File: config.mk
export PLATFORM = sky130hd
export DESIGN_NAME = binary_map_rectangle_stats_unit
export DESIGN_NICKNAME = d
export VERILOG_FILES = /design/src/sv/bmrs_pkg.sv /design/src/sv/binary_map_rectangle_stats_unit.sv /design/src/sv/bmrs_ram.sv
export SDC_FILE = /design/constraint.sdc
export NUM_CORES = 2
export LEC_CHECK = 0
export ABC_AREA = 1
export BUFFER_PORTS_ARGS = -buffer_cell sky130_fd_sc_hd__buf_2
export CAP_MARGIN = 0
export CORE_MARGIN = 2
export CORE_UTILIZATION = 30
export DETAILED_ROUTE_END_ITERATION = 8
export PLACE_DENSITY = 0.48
export SYNTH_ARGS = -nofsm -noshare
export SYNTH_HDL_FRONTEND = slang
export SYNTH_SLANG_ARGS = --single-unit
File: constraint.sdc
create_clock -name clk -period 7.5 [get_ports clk]
set_clock_uncertainty 0.05 [all_clocks]
set_input_delay 1.125 -clock clk [delete_from_list [all_inputs] [get_ports clk]]
set_output_delay 1.125 -clock clk [all_outputs]
set_load 0.05 [all_outputs]
File: src/sv/bmrs_pkg.sv
// Shared types and constants for the binary map rectangle statistics unit.
// Holds register indexes, category codes and the packed result record.
// No dependencies.
package bmrs_pkg;

	// Configuration port
	localparam int CFG_IDX_W  = 2;
	localparam int CFG_DATA_W = 7;

	localparam logic [CFG_IDX_W-1:0] REG_NUM_ROWS = 2'd0;
	localparam logic [CFG_IDX_W-1:0] REG_NUM_COLS = 2'd1;

	localparam logic [CFG_DATA_W-1:0] SIZE_RESET = 7'd64;

	// Internal widths of rectangle sizes and of the area used for ranking.
	localparam int DIM_W  = 7;
	localparam int AREA_W = 2 * DIM_W;

	// Result field widths
	localparam int CATEGORY_W    = 2;
	localparam int LEFT_X_W      = 6;
	localparam int TOP_Y_W       = 6;
	localparam int RECT_WIDTH_W  = 7;
	localparam int RECT_HEIGHT_W = 7;
	localparam int RECT_AREA_W   = 13;

	localparam logic [CATEGORY_W-1:0] CAT_WIDEST  = 2'd0;
	localparam logic [CATEGORY_W-1:0] CAT_TALLEST = 2'd1;
	localparam logic [CATEGORY_W-1:0] CAT_AREA    = 2'd2;

	typedef struct packed {
		logic [CATEGORY_W-1:0]    category;
		logic                     found;
		logic [LEFT_X_W-1:0]      left_x;
		logic [TOP_Y_W-1:0]       top_y;
		logic [RECT_WIDTH_W-1:0]  rect_width;
		logic [RECT_HEIGHT_W-1:0] rect_height;
		logic [RECT_AREA_W-1:0]   rect_area;
		logic                     last;
	} out_rec_t;

endpackage

File: src/sv/binary_map_rectangle_stats_unit.sv
// Top level of the binary map rectangle statistics unit.
// Depends on bmrs_pkg (types, codes) and bmrs_ram (column memories).
// Holds the pixel pipeline, the best-rectangle trackers and the result buffer.

// The unit takes a binary map one pixel per item in raster order and, after the
// last pixel of each frame, returns three records: the widest, the tallest and
// the largest-area rectangle, each with its top-left corner, width, height and
// area, or marked not found. A top-left corner is a set pixel whose left and
// upper neighbors are clear or off the map; its width is the run of ones along
// its row and its height the run of ones down its column. Ties go to the corner
// that comes first in raster order. The unit accepts one pixel in every clock
// cycle, except that the last pixel of a frame waits while the previous frame
// end is in flight or its records have not all been taken; pixels of the next
// frame keep flowing meanwhile. The three records reach the result buffer by
// way of fe_s1 and fe_s2 and leave one per cycle while the consumer is ready.
// The map size comes from the num_rows and num_cols registers; a value of zero
// acts as one and a value above the maximum acts as the maximum. A write to
// either register restarts the frame. Any register write must only be made
// while the unit is idle. Per-column state lives in two small RAMs that need
// no clearing pass: each row overwrites its columns before the next reads them.
module binary_map_rectangle_stats_unit #(
	parameter int MAX_COLS = 64,
	parameter int MAX_ROWS = 64
) (
	input  logic                                 clk,
	input  logic                                 arst_n,

	// Pixel stream
	input  logic                                 s_axis_tvalid,
	output logic                                 s_axis_tready,
	input  logic [7:0]                           s_axis_tdata,  // [0] pixel, rest zero

	// Result stream
	output logic                                 m_axis_tvalid,
	input  logic                                 m_axis_tready,
	output logic [39:0]                          m_axis_tdata,  // found, left_x, top_y,
	                                                            // rect_width, rect_height,
	                                                            // rect_area
	output logic [bmrs_pkg::CATEGORY_W-1:0]      m_axis_tuser,  // category
	output logic                                 m_axis_tlast,

	// Configuration writes
	input  logic                                 cfg_valid,
	output logic                                 cfg_ready,
	input  logic [bmrs_pkg::CFG_IDX_W-1:0]       cfg_index,
	input  logic [bmrs_pkg::CFG_DATA_W-1:0]      cfg_data
);

	localparam int XW  = $clog2(MAX_COLS);
	localparam int YW  = $clog2(MAX_ROWS);
	localparam int XCW = $clog2(MAX_COLS + 1);
	localparam int YCW = $clog2(MAX_ROWS + 1);
	localparam int YW1 = YW + 1;

	localparam int DIM_W  = bmrs_pkg::DIM_W;
	localparam int AREA_W = bmrs_pkg::AREA_W;

	// Per-column record: pixel of the row above and the open rectangle, if any.
	typedef struct packed {
		logic          above;
		logic          open;
		logic [YW-1:0] top;
	} col_rec_t;

	// A rectangle as candidate or as best of a category.
	typedef struct packed {
		logic              found;
		logic [XW-1:0]     x;
		logic [YW-1:0]     y;
		logic [DIM_W-1:0]  w;
		logic [DIM_W-1:0]  h;
		logic [AREA_W-1:0] area;
	} rect_t;

	function automatic logic [AREA_W-1:0] cat_val(rect_t r, logic [1:0] cat);
		logic [AREA_W-1:0] v;
		case (cat)
			bmrs_pkg::CAT_WIDEST:  v = AREA_W'(r.w);
			bmrs_pkg::CAT_TALLEST: v = AREA_W'(r.h);
			default:               v = r.area;
		endcase
		return v;
	endfunction

	// True when rectangle a ranks above b: larger value, or equal value and
	// a corner earlier in raster order.
	function automatic logic beats(rect_t a, rect_t b, logic [1:0] cat);
		logic [AREA_W-1:0] va;
		logic [AREA_W-1:0] vb;
		logic              earlier;
		va      = cat_val(a, cat);
		vb      = cat_val(b, cat);
		earlier = (a.y < b.y) || ((a.y == b.y) && (a.x < b.x));
		return (va > vb) || ((va == vb) && earlier);
	endfunction

	function automatic bmrs_pkg::out_rec_t to_out(rect_t r, logic [1:0] cat, logic last);
		bmrs_pkg::out_rec_t o;
		o.category    = cat;
		o.found       = r.found;
		o.left_x      = bmrs_pkg::LEFT_X_W'(r.x);
		o.top_y       = bmrs_pkg::TOP_Y_W'(r.y);
		o.rect_width  = bmrs_pkg::RECT_WIDTH_W'(r.w);
		o.rect_height = bmrs_pkg::RECT_HEIGHT_W'(r.h);
		o.rect_area   = bmrs_pkg::RECT_AREA_W'(r.area);
		o.last        = last;
		return o;
	endfunction

	// ------------------------------------------------------------------
	// Configuration and map size
	// ------------------------------------------------------------------
	logic [bmrs_pkg::CFG_DATA_W-1:0] num_rows_q;
	logic [bmrs_pkg::CFG_DATA_W-1:0] num_cols_q;
	logic                            cfg_accept;
	logic                            cfg_hit;
	logic [XCW-1:0]                  cols_eff;
	logic [YCW-1:0]                  rows_eff;

	assign cfg_ready  = 1'b1;
	assign cfg_accept = cfg_valid && cfg_ready;

	always_comb begin
		unique case (cfg_index)
			bmrs_pkg::REG_NUM_ROWS: cfg_hit = 1'b1;
			bmrs_pkg::REG_NUM_COLS: cfg_hit = 1'b1;
			default:                cfg_hit = 1'b0;
		endcase
	end

	always_ff @(posedge clk or negedge arst_n) begin
		if (!arst_n) begin
			num_rows_q <= bmrs_pkg::SIZE_RESET;
			num_cols_q <= bmrs_pkg::SIZE_RESET;
		end else if (cfg_accept) begin
			unique case (cfg_index)
				bmrs_pkg::REG_NUM_ROWS: num_rows_q <= cfg_data;
				bmrs_pkg::REG_NUM_COLS: num_cols_q <= cfg_data;
				default: ;
			endcase
		end
	end

	always_comb begin
		if (num_cols_q == '0) begin
			cols_eff = XCW'(1);
		end else if (int'(num_cols_q) > MAX_COLS) begin
			cols_eff = XCW'(MAX_COLS);
		end else begin
			cols_eff = XCW'(num_cols_q);
		end
		if (num_rows_q == '0) begin
			rows_eff = YCW'(1);
		end else if (int'(num_rows_q) > MAX_ROWS) begin
			rows_eff = YCW'(MAX_ROWS);
		end else begin
			rows_eff = YCW'(num_rows_q);
		end
	end

	// A write to a known register restarts the frame.
	logic frame_restart;
	assign frame_restart = cfg_accept && cfg_hit;

	// ------------------------------------------------------------------
	// Input side: raster position and column memory reads
	// ------------------------------------------------------------------
	logic [XW-1:0] pos_x_q;
	logic [YW-1:0] pos_y_q;
	logic          pos_lcol;
	logic          pos_lrow;
	logic          pos_fe;
	logic          in_accept;

	logic          obuf_busy_q;
	logic          fe_s1;
	logic          fe_s2;

	assign pos_lcol = (XCW'(pos_x_q) + XCW'(1)) == cols_eff;
	assign pos_lrow = (YCW'(pos_y_q) + YCW'(1)) == rows_eff;
	assign pos_fe   = pos_lcol && pos_lrow;

	// Only the closing pixel of a frame waits, and only while the result
	// buffer is still draining or another frame end is in flight.
	assign s_axis_tready = !(pos_fe && (obuf_busy_q || fe_s1 || fe_s2));
	assign in_accept     = s_axis_tvalid && s_axis_tready;

	always_ff @(posedge clk or negedge arst_n) begin
		if (!arst_n) begin
			pos_x_q <= '0;
			pos_y_q <= '0;
		end else if (frame_restart) begin
			pos_x_q <= '0;
			pos_y_q <= '0;
		end else if (in_accept) begin
			if (pos_lcol) begin
				pos_x_q <= '0;
				pos_y_q <= pos_lrow ? '0 : pos_y_q + YW'(1);
			end else begin
				pos_x_q <= pos_x_q + XW'(1);
			end
		end
	end

	// Column memories: one holds the pixel above and the open rectangle,
	// the other the width of the rectangle whose corner sits in that column.
	col_rec_t         col_wr_data;
	logic             col_wr_en;
	logic [XW-1:0]    col_wr_addr;
	col_rec_t         col_rd_ram;
	logic             wid_wr_en;
	logic [XW-1:0]    wid_wr_addr;
	logic [DIM_W-1:0] wid_wr_data;
	logic [DIM_W-1:0] wid_rd_ram;

	bmrs_ram #(
		.WIDTH ($bits(col_rec_t)),
		.DEPTH (MAX_COLS)
	) u_col_ram (
		.clk     (clk),
		.wr_en   (col_wr_en),
		.wr_addr (col_wr_addr),
		.wr_data (col_wr_data),
		.rd_en   (in_accept),
		.rd_addr (pos_x_q),
		.rd_data (col_rd_ram)
	);

	bmrs_ram #(
		.WIDTH (DIM_W),
		.DEPTH (MAX_COLS)
	) u_wid_ram (
		.clk     (clk),
		.wr_en   (wid_wr_en),
		.wr_addr (wid_wr_addr),
		.wr_data (wid_wr_data),
		.rd_en   (in_accept),
		.rd_addr (pos_x_q),
		.rd_data (wid_rd_ram)
	);

	// ------------------------------------------------------------------
	// Stage 1: pixel classification, run tracking, candidate rectangles
	// ------------------------------------------------------------------
	logic             valid_s1;
	logic             pix_s1;
	logic [XW-1:0]    x_s1;
	logic [YW-1:0]    y_s1;
	logic             lcol_s1;
	logic             lrow_s1;
	logic             fwdc_hit_s1;
	col_rec_t         fwdc_data_s1;
	logic             fwdw_hit_s1;
	logic [DIM_W-1:0] fwdw_data_s1;

	logic             left_q;
	logic             run_act_q;
	logic [XW-1:0]    run_start_q;
	logic [DIM_W-1:0] run_len_q;

	// When the previous pixel writes the very column this pixel reads in the
	// same cycle (one-column maps, or a run ending where the next read lands),
	// the memory returns old data, so the written value is carried along.
	always_ff @(posedge clk or negedge arst_n) begin
		if (!arst_n) begin
			valid_s1 <= 1'b0;
			fe_s1    <= 1'b0;
		end else begin
			valid_s1 <= in_accept;
			fe_s1    <= in_accept && pos_fe;
		end
	end

	always_ff @(posedge clk) begin
		if (in_accept) begin
			pix_s1       <= s_axis_tdata[0];
			x_s1         <= pos_x_q;
			y_s1         <= pos_y_q;
			lcol_s1      <= pos_lcol;
			lrow_s1      <= pos_lrow;
			fwdc_hit_s1  <= col_wr_en && (col_wr_addr == pos_x_q);
			fwdc_data_s1 <= col_wr_data;
			fwdw_hit_s1  <= wid_wr_en && (wid_wr_addr == pos_x_q);
			fwdw_data_s1 <= wid_wr_data;
		end
	end

	col_rec_t         col_rd;
	logic [DIM_W-1:0] wid_rd;
	logic             row_gt0;
	logic             up;
	logic             open_eff;
	logic             corner;
	logic             run_end;
	logic [XW-1:0]    end_start;
	logic [DIM_W-1:0] end_len;
	logic             act_n;
	logic [XW-1:0]    start_n;
	logic [DIM_W-1:0] len_n;
	logic [DIM_W-1:0] h_close;
	logic [YW1-1:0]   h_last_full;
	rect_t            cand0;
	rect_t            cand1;

	always_comb begin
		col_rd   = fwdc_hit_s1 ? fwdc_data_s1 : col_rd_ram;
		wid_rd   = fwdw_hit_s1 ? fwdw_data_s1 : wid_rd_ram;
		// On the first row nothing above counts; stale entries from an earlier
		// frame are masked here and overwritten by this row.
		row_gt0  = (y_s1 != '0);
		up       = row_gt0 && col_rd.above;
		open_eff = row_gt0 && col_rd.open;
		corner   = pix_s1 && !left_q && !up;

		// A corner always follows a clear pixel or a row start, so the run
		// has already ended there; only a clear pixel or the row end ends one.
		run_end   = 1'b0;
		end_start = run_start_q;
		end_len   = run_len_q;
		act_n     = run_act_q;
		start_n   = run_start_q;
		len_n     = run_len_q;
		if (!pix_s1) begin
			run_end = run_act_q;
			act_n   = 1'b0;
		end else if (corner) begin
			act_n   = 1'b1;
			start_n = x_s1;
			len_n   = DIM_W'(1);
			if (lcol_s1) begin
				run_end   = 1'b1;
				end_start = x_s1;
				end_len   = DIM_W'(1);
			end
		end else if (run_act_q) begin
			len_n = run_len_q + DIM_W'(1);
			if (lcol_s1) begin
				run_end = 1'b1;
				end_len = run_len_q + DIM_W'(1);
			end
		end
		if (lcol_s1) begin
			act_n = 1'b0;
		end

		col_wr_en         = valid_s1;
		col_wr_addr       = x_s1;
		col_wr_data.above = pix_s1;
		col_wr_data.open  = corner || (pix_s1 && !lrow_s1 && open_eff);
		col_wr_data.top   = corner ? y_s1 : col_rd.top;

		wid_wr_en   = valid_s1 && run_end;
		wid_wr_addr = end_start;
		wid_wr_data = end_len;

		// Candidate from the column: its rectangle closes on a clear pixel,
		// or, on the last row, reaches the bottom edge of the map.
		h_close     = DIM_W'(y_s1 - col_rd.top);
		h_last_full = YW1'(y_s1) + YW1'(1) - YW1'(col_rd.top);
		cand0.found = valid_s1 && open_eff && (!pix_s1 || lrow_s1);
		cand0.x     = x_s1;
		cand0.y     = col_rd.top;
		cand0.w     = wid_rd;
		cand0.h     = pix_s1 ? DIM_W'(h_last_full) : h_close;
		cand0.area  = AREA_W'(cand0.w) * AREA_W'(cand0.h);

		// Candidate from the run: a corner on the last row has height one.
		cand1.found = valid_s1 && run_end && lrow_s1;
		cand1.x     = end_start;
		cand1.y     = y_s1;
		cand1.w     = end_len;
		cand1.h     = DIM_W'(1);
		cand1.area  = AREA_W'(end_len);
	end

	always_ff @(posedge clk or negedge arst_n) begin
		if (!arst_n) begin
			left_q      <= 1'b0;
			run_act_q   <= 1'b0;
			run_start_q <= '0;
			run_len_q   <= '0;
		end else if (frame_restart) begin
			left_q      <= 1'b0;
			run_act_q   <= 1'b0;
			run_start_q <= '0;
			run_len_q   <= '0;
		end else if (valid_s1) begin
			left_q      <= pix_s1 && !lcol_s1;
			run_act_q   <= act_n;
			run_start_q <= start_n;
			run_len_q   <= len_n;
		end
	end

	// ------------------------------------------------------------------
	// Stage 2: best rectangle per category
	// ------------------------------------------------------------------
	rect_t cand_s2 [2];
	rect_t best_q  [3];
	rect_t best_n  [3];

	always_ff @(posedge clk or negedge arst_n) begin
		if (!arst_n) begin
			cand_s2 <= '{default: '0};
			fe_s2   <= 1'b0;
		end else begin
			cand_s2[0] <= cand0;
			cand_s2[1] <= cand1;
			fe_s2      <= fe_s1;
		end
	end

	// The ranking is a strict total order, so the two candidates of one
	// cycle can be folded in either order.
	always_comb begin
		best_n = best_q;
		for (int i = 0; i < 2; i++) begin
			if (cand_s2[i].found) begin
				for (int c = 0; c < 3; c++) begin
					if (!best_n[c].found || beats(cand_s2[i], best_n[c], 2'(c))) begin
						best_n[c] = cand_s2[i];
					end
				end
			end
		end
	end

	always_ff @(posedge clk or negedge arst_n) begin
		if (!arst_n) begin
			best_q <= '{default: '0};
		end else if (frame_restart || fe_s2) begin
			best_q <= '{default: '0};
		end else begin
			best_q <= best_n;
		end
	end

	// ------------------------------------------------------------------
	// Result buffer: three records per frame, given out while the consumer is ready, one per cycle
	// ------------------------------------------------------------------
	bmrs_pkg::out_rec_t obuf_q [3];
	logic [1:0]         obuf_idx_q;
	bmrs_pkg::out_rec_t obuf_rd;

	always_ff @(posedge clk) begin
		if (fe_s2) begin
			obuf_q[0] <= to_out(best_n[0], bmrs_pkg::CAT_WIDEST,  1'b0);
			obuf_q[1] <= to_out(best_n[1], bmrs_pkg::CAT_TALLEST, 1'b0);
			obuf_q[2] <= to_out(best_n[2], bmrs_pkg::CAT_AREA,    1'b1);
		end
	end

	always_ff @(posedge clk or negedge arst_n) begin
		if (!arst_n) begin
			obuf_busy_q <= 1'b0;
			obuf_idx_q  <= '0;
		end else if (fe_s2) begin
			obuf_busy_q <= 1'b1;
			obuf_idx_q  <= '0;
		end else if (m_axis_tvalid && m_axis_tready) begin
			if (obuf_idx_q == bmrs_pkg::CAT_AREA) begin
				obuf_busy_q <= 1'b0;
				obuf_idx_q  <= '0;
			end else begin
				obuf_idx_q <= obuf_idx_q + 2'd1;
			end
		end
	end

	assign obuf_rd       = obuf_q[obuf_idx_q];
	assign m_axis_tvalid = obuf_busy_q;
	assign m_axis_tdata  = {obuf_rd.rect_area, obuf_rd.rect_height, obuf_rd.rect_width,
	                        obuf_rd.top_y, obuf_rd.left_x, obuf_rd.found};
	assign m_axis_tuser  = obuf_rd.category;
	assign m_axis_tlast  = obuf_rd.last;

	// ------------------------------------------------------------------
	// Assertions
	// ------------------------------------------------------------------
	// A frame end must never land on a buffer that still holds records.
	a_load_free: assert property (@(posedge clk) disable iff (!arst_n)
		fe_s2 |-> !obuf_busy_q)
		else $error("result buffer overwritten before it drained");

	// At most one frame end travels through the pipeline.
	a_one_frame_end: assert property (@(posedge clk) disable iff (!arst_n)
		$countones({fe_s1, fe_s2}) <= 1)
		else $error("two frame ends in flight");

	// A frame end starts the three-record burst with the widest record.
	a_burst_start: assert property (@(posedge clk) disable iff (!arst_n)
		fe_s2 |=> (obuf_busy_q && (obuf_idx_q == bmrs_pkg::CAT_WIDEST)))
		else $error("result burst did not start after frame end");

	// An active run never extends past the columns in use.
	a_run_bound: assert property (@(posedge clk) disable iff (!arst_n)
		run_act_q |-> ((int'(run_start_q) + int'(run_len_q)) <= int'(cols_eff)))
		else $error("row run exceeds the map width");

endmodule

File: src/sv/bmrs_ram.sv
// Generic single-port-write, single-port-read RAM with a registered read.
// A read and a write to the same address in one cycle return the old data.
// No dependencies.
module bmrs_ram #(
	parameter int WIDTH = 8,
	parameter int DEPTH = 64
) (
	input  logic                     clk,
	input  logic                     wr_en,
	input  logic [$clog2(DEPTH)-1:0] wr_addr,
	input  logic [WIDTH-1:0]         wr_data,
	input  logic                     rd_en,
	input  logic [$clog2(DEPTH)-1:0] rd_addr,
	output logic [WIDTH-1:0]         rd_data
);

	logic [WIDTH-1:0] mem [DEPTH];
	logic [WIDTH-1:0] rd_data_q;

	always_ff @(posedge clk) begin
		if (wr_en) begin
			mem[wr_addr] <= wr_data;
		end
		if (rd_en) begin
			rd_data_q <= mem[rd_addr];
		end
	end

	assign rd_data = rd_data_q;

endmodule

==> results by group <==
Timing
  – Worst slew pin tran: 1120 ps
  – Hold WS: 327 ps
  – Final hold violations: 0
  – Slew HR: between 20% and 30%
  – Final setup TNS: 0 ps
  – Fmax: 148 MHz
  – Unrepaired setup endpoints after global routing: no
  – Slew Limit Fails: 0
  – Tcrit/Tclk final: 90.4%
  – Final setup fails: 0
  – Final min period: between 6000 and 7000 ps

Synthesis
  – Post-synth EDFFs: approximately 1100
  – Post-synthesis cell type count: 59
  – Post-synthesis simple-gate area fraction: between 10% and 20%
  – Top cells by count, synth: 1127 x edfxtp_1, 900 x nor2_1, 687 x o21ai_0
  – Post-Synth XOR/XNOR Area: 0.646%
  – Compound-Gate Fraction of Synth Area: 11.2%
  – Post-synthesis sequential area ratio: 66.4%
  – Synth top area cells: edfxtp_1 57%, dfrtp_1 9.6%, o21ai_0 5.8%
  – Flops & latches, synth: 1357
  – Synth Area in Adders: between 4 and 5%
  – Syn Inst Count: 5347
  – Multiplexer area fraction after synthesis: 0.421%
  – Yosys top cell by area: edfxtp_1
  – Largest family of logic cells by synthesized area: simple AND/OR/NAND/NOR gates
  – Top-count cell post-synth: edfxtp_1
  – Mapped cell area: approximately 0.060 mm²
  – Post-synth ARST share: between 10% and 20%
  – Primary FF master, synth: edfxtp_1
  – Synth warnings: 0
  – Yosys top cell area share: 56.7%
  – Syn_area_per_cell: about 11 µm²

Final layout
  – # fillers: roughly 20000
  – Area growth syn-to-layout: 13.8%
  – Layout cells sized above 1: ~7.6%
  – Finished Cell Area: 0.0679 mm²
  – Layout Nets: 5550

Worst setup path
  – CP bufs+invs: 7
  – Max incr delay on CP: 530 ps
  – Startpoint types: register
  – Worst Setup End Kind: register
  – Worst r2r src: fwdc_hit_s1
  – CP dominant cell by count: nand2_1
  – Crit-path slowest cell: o21ai_0
  – Worst EP arrival: 7410 ps
  – WS Path Type: register to register
  – Family with the most delay on the worst path: adder cells
  – Worst endpoint required time: between 8000 and 9000 ps
  – CP max FO: 5
  – Worst Setup SP: fwdc_hit_s1

Outcome
  – Status: complete, no violations

Power and ir drop
  – Sw power: 10900 µW
  – Pwr/cell area: 408 mW/mm²
  – Pint: ~17000 µW
  – Clock share of power: between 20% and 30%
  – Sequential power share: 36.2%
  – Share of total power in combinational logic: roughly 38%
  – Switching share of power: 39.4%
  – Leak: 0.0257 µW
  – Worst vdd ir: 0.000428 V
  – Final Total Pwr: 27700 µW

Clock tree
  – Post-CTS Repair Setup Buffers: 0
  – Clock Path Buffers: 3
  – H-tree depth: 4
  – Number of gates resized after cts: 0
  – Clk sink count: 1357
  – CTS root buffer: clkbuf_16
  – CTS Hold Bufs: 0
  – TritonCTS clock tree: done
  – Clock transition at path regs: roughly 60 ps
  – Worst skew pair latency: 810 ps
  – CTS Buf Count: 147

Placed design
  – Detailed Place HPWL: 104 mm
  – Port Buffers: 59
  – Cell Area, Placed: ~0.063 mm²
  – GP Congestion: 0.834

Die
  – Die area: 0.203 mm²
  – Site row count: 163
  – Core Region: 0.197 mm²
  – Die Height: 450 µm
  – Die W: 450 µm
  – Io pins: just under 70
  – Initial core utilization: between 30% and 40%

Global route
  – Vias in the first global route: between 30000 and 40000
  – Pin count of the biggest net entering global routing: about 140
  – Initial antenna violation count: 6
  – First-pass GRT wire length: 256 mm
  – Congestion Overflow GR: 0
  – Total GRT Usage: 16.6%

Drt
  – DRT Pass-1 Iters: 5
  – DRC viols: 0
  – Routed WL: 171 mm
  – Via density: 4.94
  – 1st-iter DRT viols: ~3600
  – Via count: 40067
  – WL/cell: 21.2 µm
  – Antenna viol nets, final: 0

Job
  – Max-Cap Viols: 0

Hold path
  – Worst hold path class: register to register
  – HP Start: fe_s1
power by group through the flow:
stage / sequential, µW / clock, µW / combinational (µW)
2_1_floorplan: 9970 / 0 / 7170
3_3_place_gp: 10200 / 0 / 10500
3_5_place_dp: 10200 / 0 / 10600
4_1_cts: 10000 / 7390 / 10600
5_1_grt: 10100 / 7700 / 11800
6_report: 10000 / 7230 / 10500
registers in the layout, indices dropped and copies added (netlist names), 6 cells and up:
| signal | flops |
|---|---|
| best_q | 121 |
| cand_s2 | 62 |
| col_wr_addr | 6 |
| fwdc_data_s1 | 8 |
| fwdw_data_s1 | 7 |
| num_cols_q | 7 |
| num_rows_q | 7 |
| obuf_q | 120 |
| pos_x_q | 6 |
| pos_y_q | 6 |
| run_len_q | 7 |
| run_start_q | 6 |
| u_col_ram.mem | 512 |
| u_col_ram.rd_data | 8 |
| u_wid_ram.mem | 448 |
| u_wid_ram.rd_data | 7 |
| y_s1 | 6 |
final cells by class:
class	count	area (µm²)	area share [%]
timing repair buffer	143	1040	1.53
inverter	428	1620	2.39
multi-input combinational	3265	17500	25.8
clock buffer	190	3950	5.82
antenna	1	2.50	0.00368
clock inverter	83	881	1.30
sequential	1357	39600	58.3
tap	2640	3300	4.86
path summary, 6_finish.rpt:
kind	to	slack (ps)	cells past startpoint
max	cand_s2[54]	720	33
min	fe_s2	330	0
max reg2reg	cand_s2[54]	720	33
min reg2reg	fe_s2	330	0
max in group asynchronous	pos_x_q[2]	5670	2
min in group asynchronous	best_q[93]	340	1
stage by stage:
step | instances | worst slack, ps | utilization (%)
final | 8107 | 722 | 34.4
after global routing | 8106 | 5.10 | 34.4
after CTS | 8106 | 704 | 34.4
after detailed placement | 7833 | 707 | 32.0
after global placement | 7833 | 658 | 32.0
after floorplan | 5348 | 1150 | -
cells by family (layout without fill, tap and decap cells):
family / count (synthesis) / in the layout
flip-flops: 1357 / 1357
adder cells (fa/ha/maj): 186 / 186
buffers and inverters: 726 / 844
AO/OA/AOI/OAI: 1156 / 1156
multiplexers: 25 / 25
AND/OR/NAND/NOR: 1852 / 1852
XOR/XNOR: 44 / 44
other: 1 / 3
worst reg2reg max path, delay by kind of cell (launching register included):
family | cells | cell delay, ps
AO/OA/AOI/OAI | 8 | 1580
XOR/XNOR | 2 | 260
adder cells (fa/ha/maj) | 8 | 3160
buffers and inverters | 7 | 530
flip-flops | 1 | 430
AND/OR/NAND/NOR | 8 | 660
routing by layer:
layer,vias up,GRT usage [%],part of all wire [%]
li1,18801,-,-
met1,19947,23.0,45
met2,1089,27.0,47
met3,230,2.57,5.2
met4,0,4.52,2.2
met5,-,0,0
cell usage in the layout (no fill, tap or decap), drive strengths merged, types with 31 or more instances in the layout:
cell / count
o21ai: 700
o22ai: 170
edfxtp: 1127
nand3: 197
inv: 423
nand2: 676
o211ai: 50
o221ai: 107
clkinv: 77
clkbuf: 190
nor2: 904
a21oi: 87
dfrtp: 228
ha: 159
buf: 143
xor2: 31
Note: power is estimated with default switching activity, not from simulation.
